--- src/rtl/core/sntp_pkg.sv ---
// shared types and constants of the sntp exchange controller
package sntp_pkg;

  localparam int unsigned TimeoutW = 16;
  localparam int unsigned RetryW   = 4;
  localparam int unsigned ByteCntW = 6;
  localparam int unsigned MillisW  = 41;
  localparam int unsigned CfgIdxW  = 1;
  localparam int unsigned CfgDataW = 16;

  localparam logic [ByteCntW-1:0] PktLen      = 6'd48;
  localparam logic [ByteCntW-1:0] SecFirst    = 6'd40;
  localparam logic [ByteCntW-1:0] FracFirst   = 6'd44;
  localparam logic [31:0]         EpochOffset = 32'd2208988800;
  localparam logic [41:0]         MsPerSec    = 42'd1000;

  localparam logic [TimeoutW-1:0] TimeoutReset = 16'd3000;
  localparam logic [RetryW-1:0]   RetryReset   = 4'd3;

  typedef enum logic [1:0] {
    KIND_START = 2'd0,
    KIND_TICK  = 2'd1,
    KIND_BYTE  = 2'd2
  } kind_e;

  typedef enum logic [1:0] {
    ST_OK      = 2'd0,
    ST_BUSY    = 2'd1,
    ST_BAD     = 2'd2,
    ST_TIMEOUT = 2'd3
  } status_e;

  typedef enum logic {
    PH_IDLE = 1'b0,
    PH_WAIT = 1'b1
  } phase_e;

  typedef enum logic [1:0] {
    EV_NONE,
    EV_START,
    EV_TIMEOUT,
    EV_REPLY
  } event_e;

  typedef enum logic [CfgIdxW-1:0] {
    CFG_TIMEOUT_TICKS = 1'd0,
    CFG_MAX_RETRIES   = 1'd1
  } cfg_idx_e;

endpackage

--- src/rtl/core/sntp_if.sv ---
// channel interfaces of the sntp exchange controller

interface sntp_in_if import sntp_pkg::*; ();
  logic       valid;
  logic       ready;
  logic [1:0] kind;
  logic [7:0] rx_byte;
  logic       rx_last;

  modport source (output valid, kind, rx_byte, rx_last, input ready);
  modport sink   (input valid, kind, rx_byte, rx_last, output ready);
endinterface

interface sntp_out_if import sntp_pkg::*; ();
  logic               valid;
  logic               ready;
  logic               send_query;
  logic               done_res;
  logic [1:0]         status;
  logic [MillisW-1:0] unix_ms;

  modport source (output valid, send_query, done_res, status, unix_ms, input ready);
  modport sink   (input valid, send_query, done_res, status, unix_ms, output ready);
endinterface

interface sntp_cfg_if import sntp_pkg::*; ();
  logic                valid;
  logic                ready;
  logic [CfgIdxW-1:0]  reg_idx;
  logic [CfgDataW-1:0] wdata;

  modport source (output valid, reg_idx, wdata, input ready);
  modport sink   (input valid, reg_idx, wdata, output ready);
endinterface

--- src/rtl/core/sntp_exchange_controller.sv ---
// sntp client exchange controller: query timing, retries and reply decoding
//
// in_i carries one event per transaction: start, timer tick or reply byte
// (rx_byte, with rx_last on the final byte of a packet). out_o gives one
// result transaction for every input transaction, in order: send_query asks
// for the 48-byte client query, done_res marks the end of an exchange,
// status is the latest exchange status and unix_ms the latest time.
// cfg_i writes timeout_ticks (index 0) and max_retries (index 1); it is
// always ready; the user must use it only while the block is idle, which
// the block itself does not enforce. throughput: one transaction per cycle
// while out_o does not stall; the exchange state updates in the accepting
// cycle, and the timestamp conversion (two constant multiplies and an add)
// fills the stage in front of the output register.
// reset: idle, status busy or none yet, unix_ms zero, registers at 3000
// ticks and 3 retries; no clearing pass.
// when out_o stalls, the token stage still takes one more transaction and
// in_i.ready then drops until the output drains.
module sntp_exchange_controller import sntp_pkg::*; (
  input  logic       clk_i,
  input  logic       rst_ni,
  sntp_in_if.sink    in_i,
  sntp_out_if.source out_o,
  sntp_cfg_if.sink   cfg_i
);

  logic [TimeoutW-1:0] timeout_q;
  logic [RetryW-1:0]   max_retries_q;

  phase_e              phase_q, phase_d;
  logic [RetryW-1:0]   retry_q, retry_d;
  logic [TimeoutW-1:0] tick_q, tick_d;
  logic [ByteCntW-1:0] byte_cnt_q, byte_cnt_d;
  logic [2:0]          mode_q, mode_d;
  logic [31:0]         sec_q, sec_d;
  logic [31:0]         frac_q, frac_d;

  logic                tok_valid_q;
  logic                tok_send_q, tok_send_d;
  event_e              tok_ev_q, tok_ev_d;
  logic [2:0]          tok_mode_q;
  logic [31:0]         tok_sec_q;
  logic [31:0]         tok_frac_q;

  logic                out_valid_q;
  logic                send_q, done_q, done_d;
  status_e             status_q, status_d;
  logic [MillisW-1:0]  ms_q, ms_d;

  logic                in_acc, tok_adv;
  logic [TimeoutW:0]   tick_next;
  logic [ByteCntW-1:0] idx_next;
  logic [31:0]         secs_rel;
  logic [41:0]         prod_sec, prod_frac, ms_full;
  logic                reply_ok;

  // handshakes
  assign tok_adv     = tok_valid_q && (!out_valid_q || out_o.ready);
  assign in_i.ready  = !tok_valid_q || tok_adv;
  assign in_acc      = in_i.valid && in_i.ready;
  assign cfg_i.ready = 1'b1;

  // configuration registers
  always_ff @(posedge clk_i or negedge rst_ni) begin
    if (!rst_ni) begin
      timeout_q     <= TimeoutReset;
      max_retries_q <= RetryReset;
    end else if (cfg_i.valid) begin
      if (cfg_i.reg_idx == CFG_TIMEOUT_TICKS) begin
        timeout_q <= cfg_i.wdata[TimeoutW-1:0];
      end else begin
        max_retries_q <= cfg_i.wdata[RetryW-1:0];
      end
    end
  end

  // exchange state update
  always_comb begin
    phase_d    = phase_q;
    retry_d    = retry_q;
    tick_d     = tick_q;
    byte_cnt_d = byte_cnt_q;
    mode_d     = mode_q;
    sec_d      = sec_q;
    frac_d     = frac_q;
    tok_send_d = 1'b0;
    tok_ev_d   = EV_NONE;
    tick_next  = {1'b0, tick_q} + {{TimeoutW{1'b0}}, 1'b1};
    idx_next   = byte_cnt_q;

    unique case (in_i.kind)
      KIND_START: begin
        phase_d    = PH_WAIT;
        retry_d    = '0;
        tick_d     = '0;
        byte_cnt_d = '0;
        tok_send_d = 1'b1;
        tok_ev_d   = EV_START;
      end
      KIND_TICK: begin
        if (phase_q == PH_WAIT) begin
          if (tick_next >= {1'b0, timeout_q}) begin
            tick_d = '0;
            if (retry_q >= max_retries_q) begin
              phase_d    = PH_IDLE;
              byte_cnt_d = '0;
              tok_ev_d   = EV_TIMEOUT;
            end else begin
              retry_d    = retry_q + 1'b1;
              tok_send_d = 1'b1;
            end
          end else begin
            tick_d = tick_next[TimeoutW-1:0];
          end
        end
      end
      KIND_BYTE: begin
        if (phase_q == PH_WAIT) begin
          if (byte_cnt_q < PktLen) begin
            if (byte_cnt_q == '0) begin
              mode_d = in_i.rx_byte[2:0];
            end else if (byte_cnt_q >= SecFirst && byte_cnt_q < FracFirst) begin
              sec_d = {sec_q[23:0], in_i.rx_byte};
            end else if (byte_cnt_q >= FracFirst) begin
              frac_d = {frac_q[23:0], in_i.rx_byte};
            end
            idx_next = byte_cnt_q + 1'b1;
          end
          byte_cnt_d = idx_next;
          if (in_i.rx_last) begin
            byte_cnt_d = '0;
            if (idx_next >= PktLen) begin
              phase_d  = PH_IDLE;
              tok_ev_d = EV_REPLY;
            end
          end
        end
      end
      default: begin
      end
    endcase
  end

  always_ff @(posedge clk_i or negedge rst_ni) begin
    if (!rst_ni) begin
      phase_q    <= PH_IDLE;
      retry_q    <= '0;
      tick_q     <= '0;
      byte_cnt_q <= '0;
      mode_q     <= '0;
      sec_q      <= '0;
      frac_q     <= '0;
    end else if (in_acc) begin
      phase_q    <= phase_d;
      retry_q    <= retry_d;
      tick_q     <= tick_d;
      byte_cnt_q <= byte_cnt_d;
      mode_q     <= mode_d;
      sec_q      <= sec_d;
      frac_q     <= frac_d;
    end
  end

  // token stage
  always_ff @(posedge clk_i or negedge rst_ni) begin
    if (!rst_ni) begin
      tok_valid_q <= 1'b0;
      tok_send_q  <= 1'b0;
      tok_ev_q    <= EV_NONE;
    end else if (in_acc) begin
      tok_valid_q <= 1'b1;
      tok_send_q  <= tok_send_d;
      tok_ev_q    <= tok_ev_d;
    end else if (tok_adv) begin
      tok_valid_q <= 1'b0;
    end
  end

  always_ff @(posedge clk_i) begin
    if (in_acc) begin
      tok_mode_q <= mode_d;
      tok_sec_q  <= sec_d;
      tok_frac_q <= frac_d;
    end
  end

  // reply check and conversion to unix milliseconds
  assign secs_rel  = tok_sec_q - EpochOffset;
  assign prod_sec  = {10'd0, secs_rel} * MsPerSec;
  assign prod_frac = {10'd0, tok_frac_q} * MsPerSec;
  assign ms_full   = prod_sec + {32'd0, prod_frac[41:32]};
  assign reply_ok  = (tok_mode_q == 3'd4 || tok_mode_q == 3'd5) && (tok_sec_q >= EpochOffset);

  always_comb begin
    status_d = status_q;
    ms_d     = ms_q;
    done_d   = 1'b0;
    unique case (tok_ev_q)
      EV_NONE: begin
      end
      EV_START: begin
        status_d = ST_BUSY;
        ms_d     = '0;
      end
      EV_TIMEOUT: begin
        status_d = ST_TIMEOUT;
        ms_d     = '0;
        done_d   = 1'b1;
      end
      EV_REPLY: begin
        done_d = 1'b1;
        if (reply_ok) begin
          status_d = ST_OK;
          ms_d     = ms_full[MillisW-1:0];
        end else begin
          status_d = ST_BAD;
          ms_d     = '0;
        end
      end
      default: begin
      end
    endcase
  end

  // output register, also holds the latest status and time
  always_ff @(posedge clk_i or negedge rst_ni) begin
    if (!rst_ni) begin
      out_valid_q <= 1'b0;
      send_q      <= 1'b0;
      done_q      <= 1'b0;
      status_q    <= ST_BUSY;
      ms_q        <= '0;
    end else if (tok_adv) begin
      out_valid_q <= 1'b1;
      send_q      <= tok_send_q;
      done_q      <= done_d;
      status_q    <= status_d;
      ms_q        <= ms_d;
    end else if (out_o.ready) begin
      out_valid_q <= 1'b0;
    end
  end

  assign out_o.valid      = out_valid_q;
  assign out_o.send_query = send_q;
  assign out_o.done_res   = done_q;
  assign out_o.status     = status_q;
  assign out_o.unix_ms    = ms_q;

endmodule
--- src/flat_wrapper.sv ---
// flat-port wrapper written by rule: the top's interface ports become plain ports
module sntp_exchange_controller_flat import sntp_pkg::*;
  (clk_i, rst_ni, in_i_valid, in_i_kind, in_i_rx_byte, in_i_rx_last, in_i_ready, out_o_valid, out_o_send_query, out_o_done_res, out_o_status, out_o_unix_ms, out_o_ready, cfg_i_valid, cfg_i_reg_idx, cfg_i_wdata, cfg_i_ready);
  sntp_in_if in_i_i ();
  sntp_out_if out_o_i ();
  sntp_cfg_if cfg_i_i ();
  input  logic clk_i;
  input  logic rst_ni;
  input wire logic [$bits(in_i_i.valid)-1:0] in_i_valid;
  input wire logic [$bits(in_i_i.kind)-1:0] in_i_kind;
  input wire logic [$bits(in_i_i.rx_byte)-1:0] in_i_rx_byte;
  input wire logic [$bits(in_i_i.rx_last)-1:0] in_i_rx_last;
  output wire logic [$bits(in_i_i.ready)-1:0] in_i_ready;
  output wire logic [$bits(out_o_i.valid)-1:0] out_o_valid;
  output wire logic [$bits(out_o_i.send_query)-1:0] out_o_send_query;
  output wire logic [$bits(out_o_i.done_res)-1:0] out_o_done_res;
  output wire logic [$bits(out_o_i.status)-1:0] out_o_status;
  output wire logic [$bits(out_o_i.unix_ms)-1:0] out_o_unix_ms;
  input wire logic [$bits(out_o_i.ready)-1:0] out_o_ready;
  input wire logic [$bits(cfg_i_i.valid)-1:0] cfg_i_valid;
  input wire logic [$bits(cfg_i_i.reg_idx)-1:0] cfg_i_reg_idx;
  input wire logic [$bits(cfg_i_i.wdata)-1:0] cfg_i_wdata;
  output wire logic [$bits(cfg_i_i.ready)-1:0] cfg_i_ready;
  assign in_i_i.valid = in_i_valid;
  assign in_i_i.kind = in_i_kind;
  assign in_i_i.rx_byte = in_i_rx_byte;
  assign in_i_i.rx_last = in_i_rx_last;
  assign in_i_ready = in_i_i.ready;
  assign out_o_valid = out_o_i.valid;
  assign out_o_send_query = out_o_i.send_query;
  assign out_o_done_res = out_o_i.done_res;
  assign out_o_status = out_o_i.status;
  assign out_o_unix_ms = out_o_i.unix_ms;
  assign out_o_i.ready = out_o_ready;
  assign cfg_i_i.valid = cfg_i_valid;
  assign cfg_i_i.reg_idx = cfg_i_reg_idx;
  assign cfg_i_i.wdata = cfg_i_wdata;
  assign cfg_i_ready = cfg_i_i.ready;
  sntp_exchange_controller u_core (.clk_i(clk_i), .rst_ni(rst_ni), .in_i(in_i_i), .out_o(out_o_i), .cfg_i(cfg_i_i));
endmodule
--- config.mk ---
export PLATFORM = sky130hd
export DESIGN_NAME = sntp_exchange_controller_flat
export DESIGN_NICKNAME = d
export VERILOG_FILES = /design/src/rtl/core/sntp_pkg.sv /design/src/rtl/core/sntp_if.sv /design/src/rtl/core/sntp_exchange_controller.sv /design/src/flat_wrapper.sv
export SDC_FILE = /design/constraint.sdc
export NUM_CORES = 1
export LEC_CHECK = 0
export BUFFER_PORTS_ARGS = -buffer_cell sky130_fd_sc_hd__clkbuf_2
export CAP_MARGIN = 0
export CORE_ASPECT_RATIO = 0.5
export CORE_MARGIN = 2
export CORE_UTILIZATION = 50
export DETAILED_ROUTE_END_ITERATION = 12
export HOLD_SLACK_MARGIN = 0.03
export PLACE_DENSITY = 0.76
export SYNTH_ARGS = -nofsm -noshare
export SYNTH_HDL_FRONTEND = slang
export SYNTH_SLANG_ARGS = --single-unit
--- constraint.sdc ---
create_clock -name clk_i -period 13.7 [get_ports clk_i]
set_input_delay 2.74 -clock clk_i [delete_from_list [all_inputs] [get_ports clk_i]]
set_output_delay 2.74 -clock clk_i [all_outputs]
set_load 0.05 [all_outputs]
==> results.py <==
metrics = {
    "yosys": {
        "synthFlopType": "dfrtp_1",
        "netlist.area_leader.share": 0.2121,
        "ys_warn_count": 0,
        "ys_seq_elements": 229,
        "synth_area_sq_um": 21520,
        "synthCells": 2139,
        "ys_seq_area_frac": 0.2822,
        "ys_top_cells_by_count": "nand2_1 (331), fa_1 (228), inv_1 (225), ha_1 (201), dfrtp_1 (153)",
        "synth_most_common_cell": "nand2_1",
        "async_flop_share": 0.7118,
        "synthDistinctLibCells": 100,
        "yosysTopAreaCell": "fa_1",
        "synth-edff-count": 66,
        "synthTopCellsByArea": "fa_1 (21%), dfrtp_1 (18%), ha_1 (12%)",
        "syn_nets": 2601,
        "synth.avg_cell_area_sq_um": 10.06,
    },
    "hold_path": {
        "hold_start": "u_core.out_o.unix_ms[20]",
        "min_path_type": "reg -> reg",
    },
    "drt": {
        "routedWlPerCell_um": 16.18,
        "drt-initial-drc-count": 899,
        "antenna_left": 0,
        "drc": 0,
        "drt_wl_total_um": 45110,
        "vias_per_cell": 5.445,
        "dr_total_vias": 15180,
        "drtPass1Iterations": 5,
    },
    "clocking": {
        "cts_tree": "yes",
        "holdBufCountCts": 0,
        "cts.htree.levels": 1,
        "clock-sinks": 229,
        "numCtsBuffers": 24,
        "clock_latency_ps": 560,
        "cts_buffer_depth": 3,
        "postCtsSetupBuffers": 0,
        "cts-root-buf": "clkbuf_16",
        "clk_pin_slew_ps": 70,
        "cts_resized": 0,
    },
    "setup_path": {
        "critPathKind": "reg -> reg",
        "critical_path_required_ps": 14160,
        "crit_top_cell": "fa_1",
        "cp_slowest_stage_delay_ps": 780,
        "end_kind": "flop",
        "slowest_stage": "nor4_1",
        "start_kind": "flop",
        "startpoint": "u_core.tok_frac_q[15]",
        "cp.arrival_ps": 8620,
        "critPathMaxFanout": 6,
        "cp_top_family": "adder cells",
        "crit_buf_inv": 0,
        "r2r-start": "u_core.tok_frac_q[15]",
    },
    "finish": {
        "post-route-util": 0.5514,
        "antenna_cells": 0,
        "nNetsFinal": 2654,
        "drive_gt1_frac": 0.1136,
        "syn_to_final_growth_pct": 8.251,
    },
    "sta": {
        "relSlewSlack": 0.3221,
        "fin_tns_setup_ps": 0,
        "setup_violations": 0,
        "tightest_slew_ps": 1017,
        "fin_crit_ps": 8163,
        "drv_slew": 0,
        "fmax_mhz": 122.5,
        "hold_viol": 0,
        "timing.clock.skew_ps": 29.51,
        "rsz0062_at_grt": "false",
        "post-route-period-util": 0.5959,
    },
    "place": {
        "hpwl_um": 34570,
        "portBuffers": 79,
        "routabilityCongestion": 0.8712,
    },
    "global_route": {
        "antenna_found_initial": 0,
        "grt_util_all_layers": 0.2085,
        "grt_use_met2": 0.3561,
        "busiest_layer": "met2",
        "grtUsageMet1": 0.2870,
        "met3_usage": 0.02626,
        "grt.overflow.total": 0,
        "grt_max_degree": 96,
        "grt_pass1_wl_um": 77060,
        "first_global_vias": 15580,
    },
    "flow_run": {
        "maxCapViolCount": 0,
    },
    "die": {
        "fp.dieH_um": 150.7,
        "io_pins": 81,
        "placementRows": 53,
        "floorplan.initialDensity": 0.5094,
        "core_area_sq_um": 42240,
        "die_x_um": 297.4,
        "fp.dieArea_sq_um": 44810,
    },
    "power": {
        "power_density_nw_per_um2": 248.3,
        "irDropWorstVdd_uv": 183.0,
        "power_leakage_nw": 11.17,
    },
    "status": {
        "status": "completed",
    },
}
-- where the power goes --
group          switching [mW]  leakage, nW  internal, mW
Clock                   0.299        0.398         0.402
Sequential             0.0406         2.87         0.741
Combinational            2.52         7.91          1.78
Total                    2.86         11.2          2.93
-- path summary, 6_finish.rpt --
kind                       cells past startpoint                  endpoint  slack, ps
max in group asynchronous                      2  u_core.out_o.unix_ms[16]       9960
min in group asynchronous                      1      u_core.timeout_q[12]       2230
setup reg to reg                              25  u_core.out_o.unix_ms[40]       5540
hold reg to reg                                2  u_core.out_o.unix_ms[20]        470
setup / recovery                              25  u_core.out_o.unix_ms[40]       5540
hold / removal                                 2  u_core.out_o.unix_ms[20]        470
-- logic make-up (layout without fill, tap and decap cells) --
logic type	count (synthesis)	after routing	share of synthesized area
simple gates	652	652	0.1444
fa+ha+maj	429	429	0.3290
compound gates	365	365	0.1120
buf+inv	286	357	0.05152
flops	229	229	0.2822
xor+xnor	102	102	0.04152
mux	75	75	0.03913
other cells	1	1	0.0001743
-- routing by layer --
layer  vias up  share of wire
met5         -              0
met4         0          0.018
met3        53          0.035
met2       255           0.47
met1      7482           0.47
li1       7385              -
-- sequential cells by signal, indices dropped and copies added (netlist names) --
name	flops
u_core.byte_cnt_q	6
u_core.frac_q	32
u_core.max_retries_q	4
u_core.mode_q	2
u_core.out_o.done_res	1
u_core.out_o.send_query	1
u_core.out_o.status	2
u_core.out_o.unix_ms	41
u_core.out_o.valid	1
u_core.phase_q	1
u_core.retry_q	4
u_core.sec_q	32
u_core.tick_q	16
u_core.timeout_q	16
u_core.tok_ev_q	2
u_core.tok_frac_q	32
u_core.tok_mode_q	2
u_core.tok_sec_q	32
u_core.tok_send_q	1
u_core.tok_valid_q	1
-- per-stage QoR --
step	area, sq um	worst slack, ps	cells	hold slack, ps	power [mW]
floorplan	21520	6711	2139	440.1	4.230
global placement	22460	5792	2743	452.1	4.934
detailed placement	22460	5617	2743	462.8	5.034
CTS	23290	5513	2787	478.7	5.774
global route	23290	5099	2787	493.4	6.377
finish	23290	5537	2787	473.2	5.784
-- worst min-delay path: stages, from the launching register on --
cell	delay [ps]
dfrtp_1	340
nand2_1	40
o21ai_0	60
-- layout by cell type (no fill, tap or decap), types with 11 or more instances in the layout --
master	Yosys	layout
ha_1	201	201
and3_1	22	22
nand4_1	18	18
fa_1	228	228
dfrtp_1	153	153
xnor2_1	59	59
nand2_1	331	330
xor2_1	43	43
o211ai_1	11	11
clkbuf_16	0	24
o21a_1	14	14
edfxtp_1	66	66
nand3_1	43	43
nand2b_1	26	26
nor3_1	33	33
a21o_1	42	42
a21oi_1	70	70
mux2_2	73	73
clkbuf_2	2	78
inv_1	225	224
nor2_1	78	77
o21ai_0	121	121
nor2b_1	20	20
and2_1	12	12
or3_1	13	13
-- area by class of cell --
class / instances / area (sq um)
fill: 3593 / 18950
multi-input combinational: 1624 / 14350
sequential: 229 / 6073
inverter: 225 / 847.1
tap: 577 / 721.9
clock buffer: 26 / 608.1
timing repair buffer: 88 / 469.2
clock inverter: 18 / 221.5
Note: power is estimated with default switching activity, not from simulation.
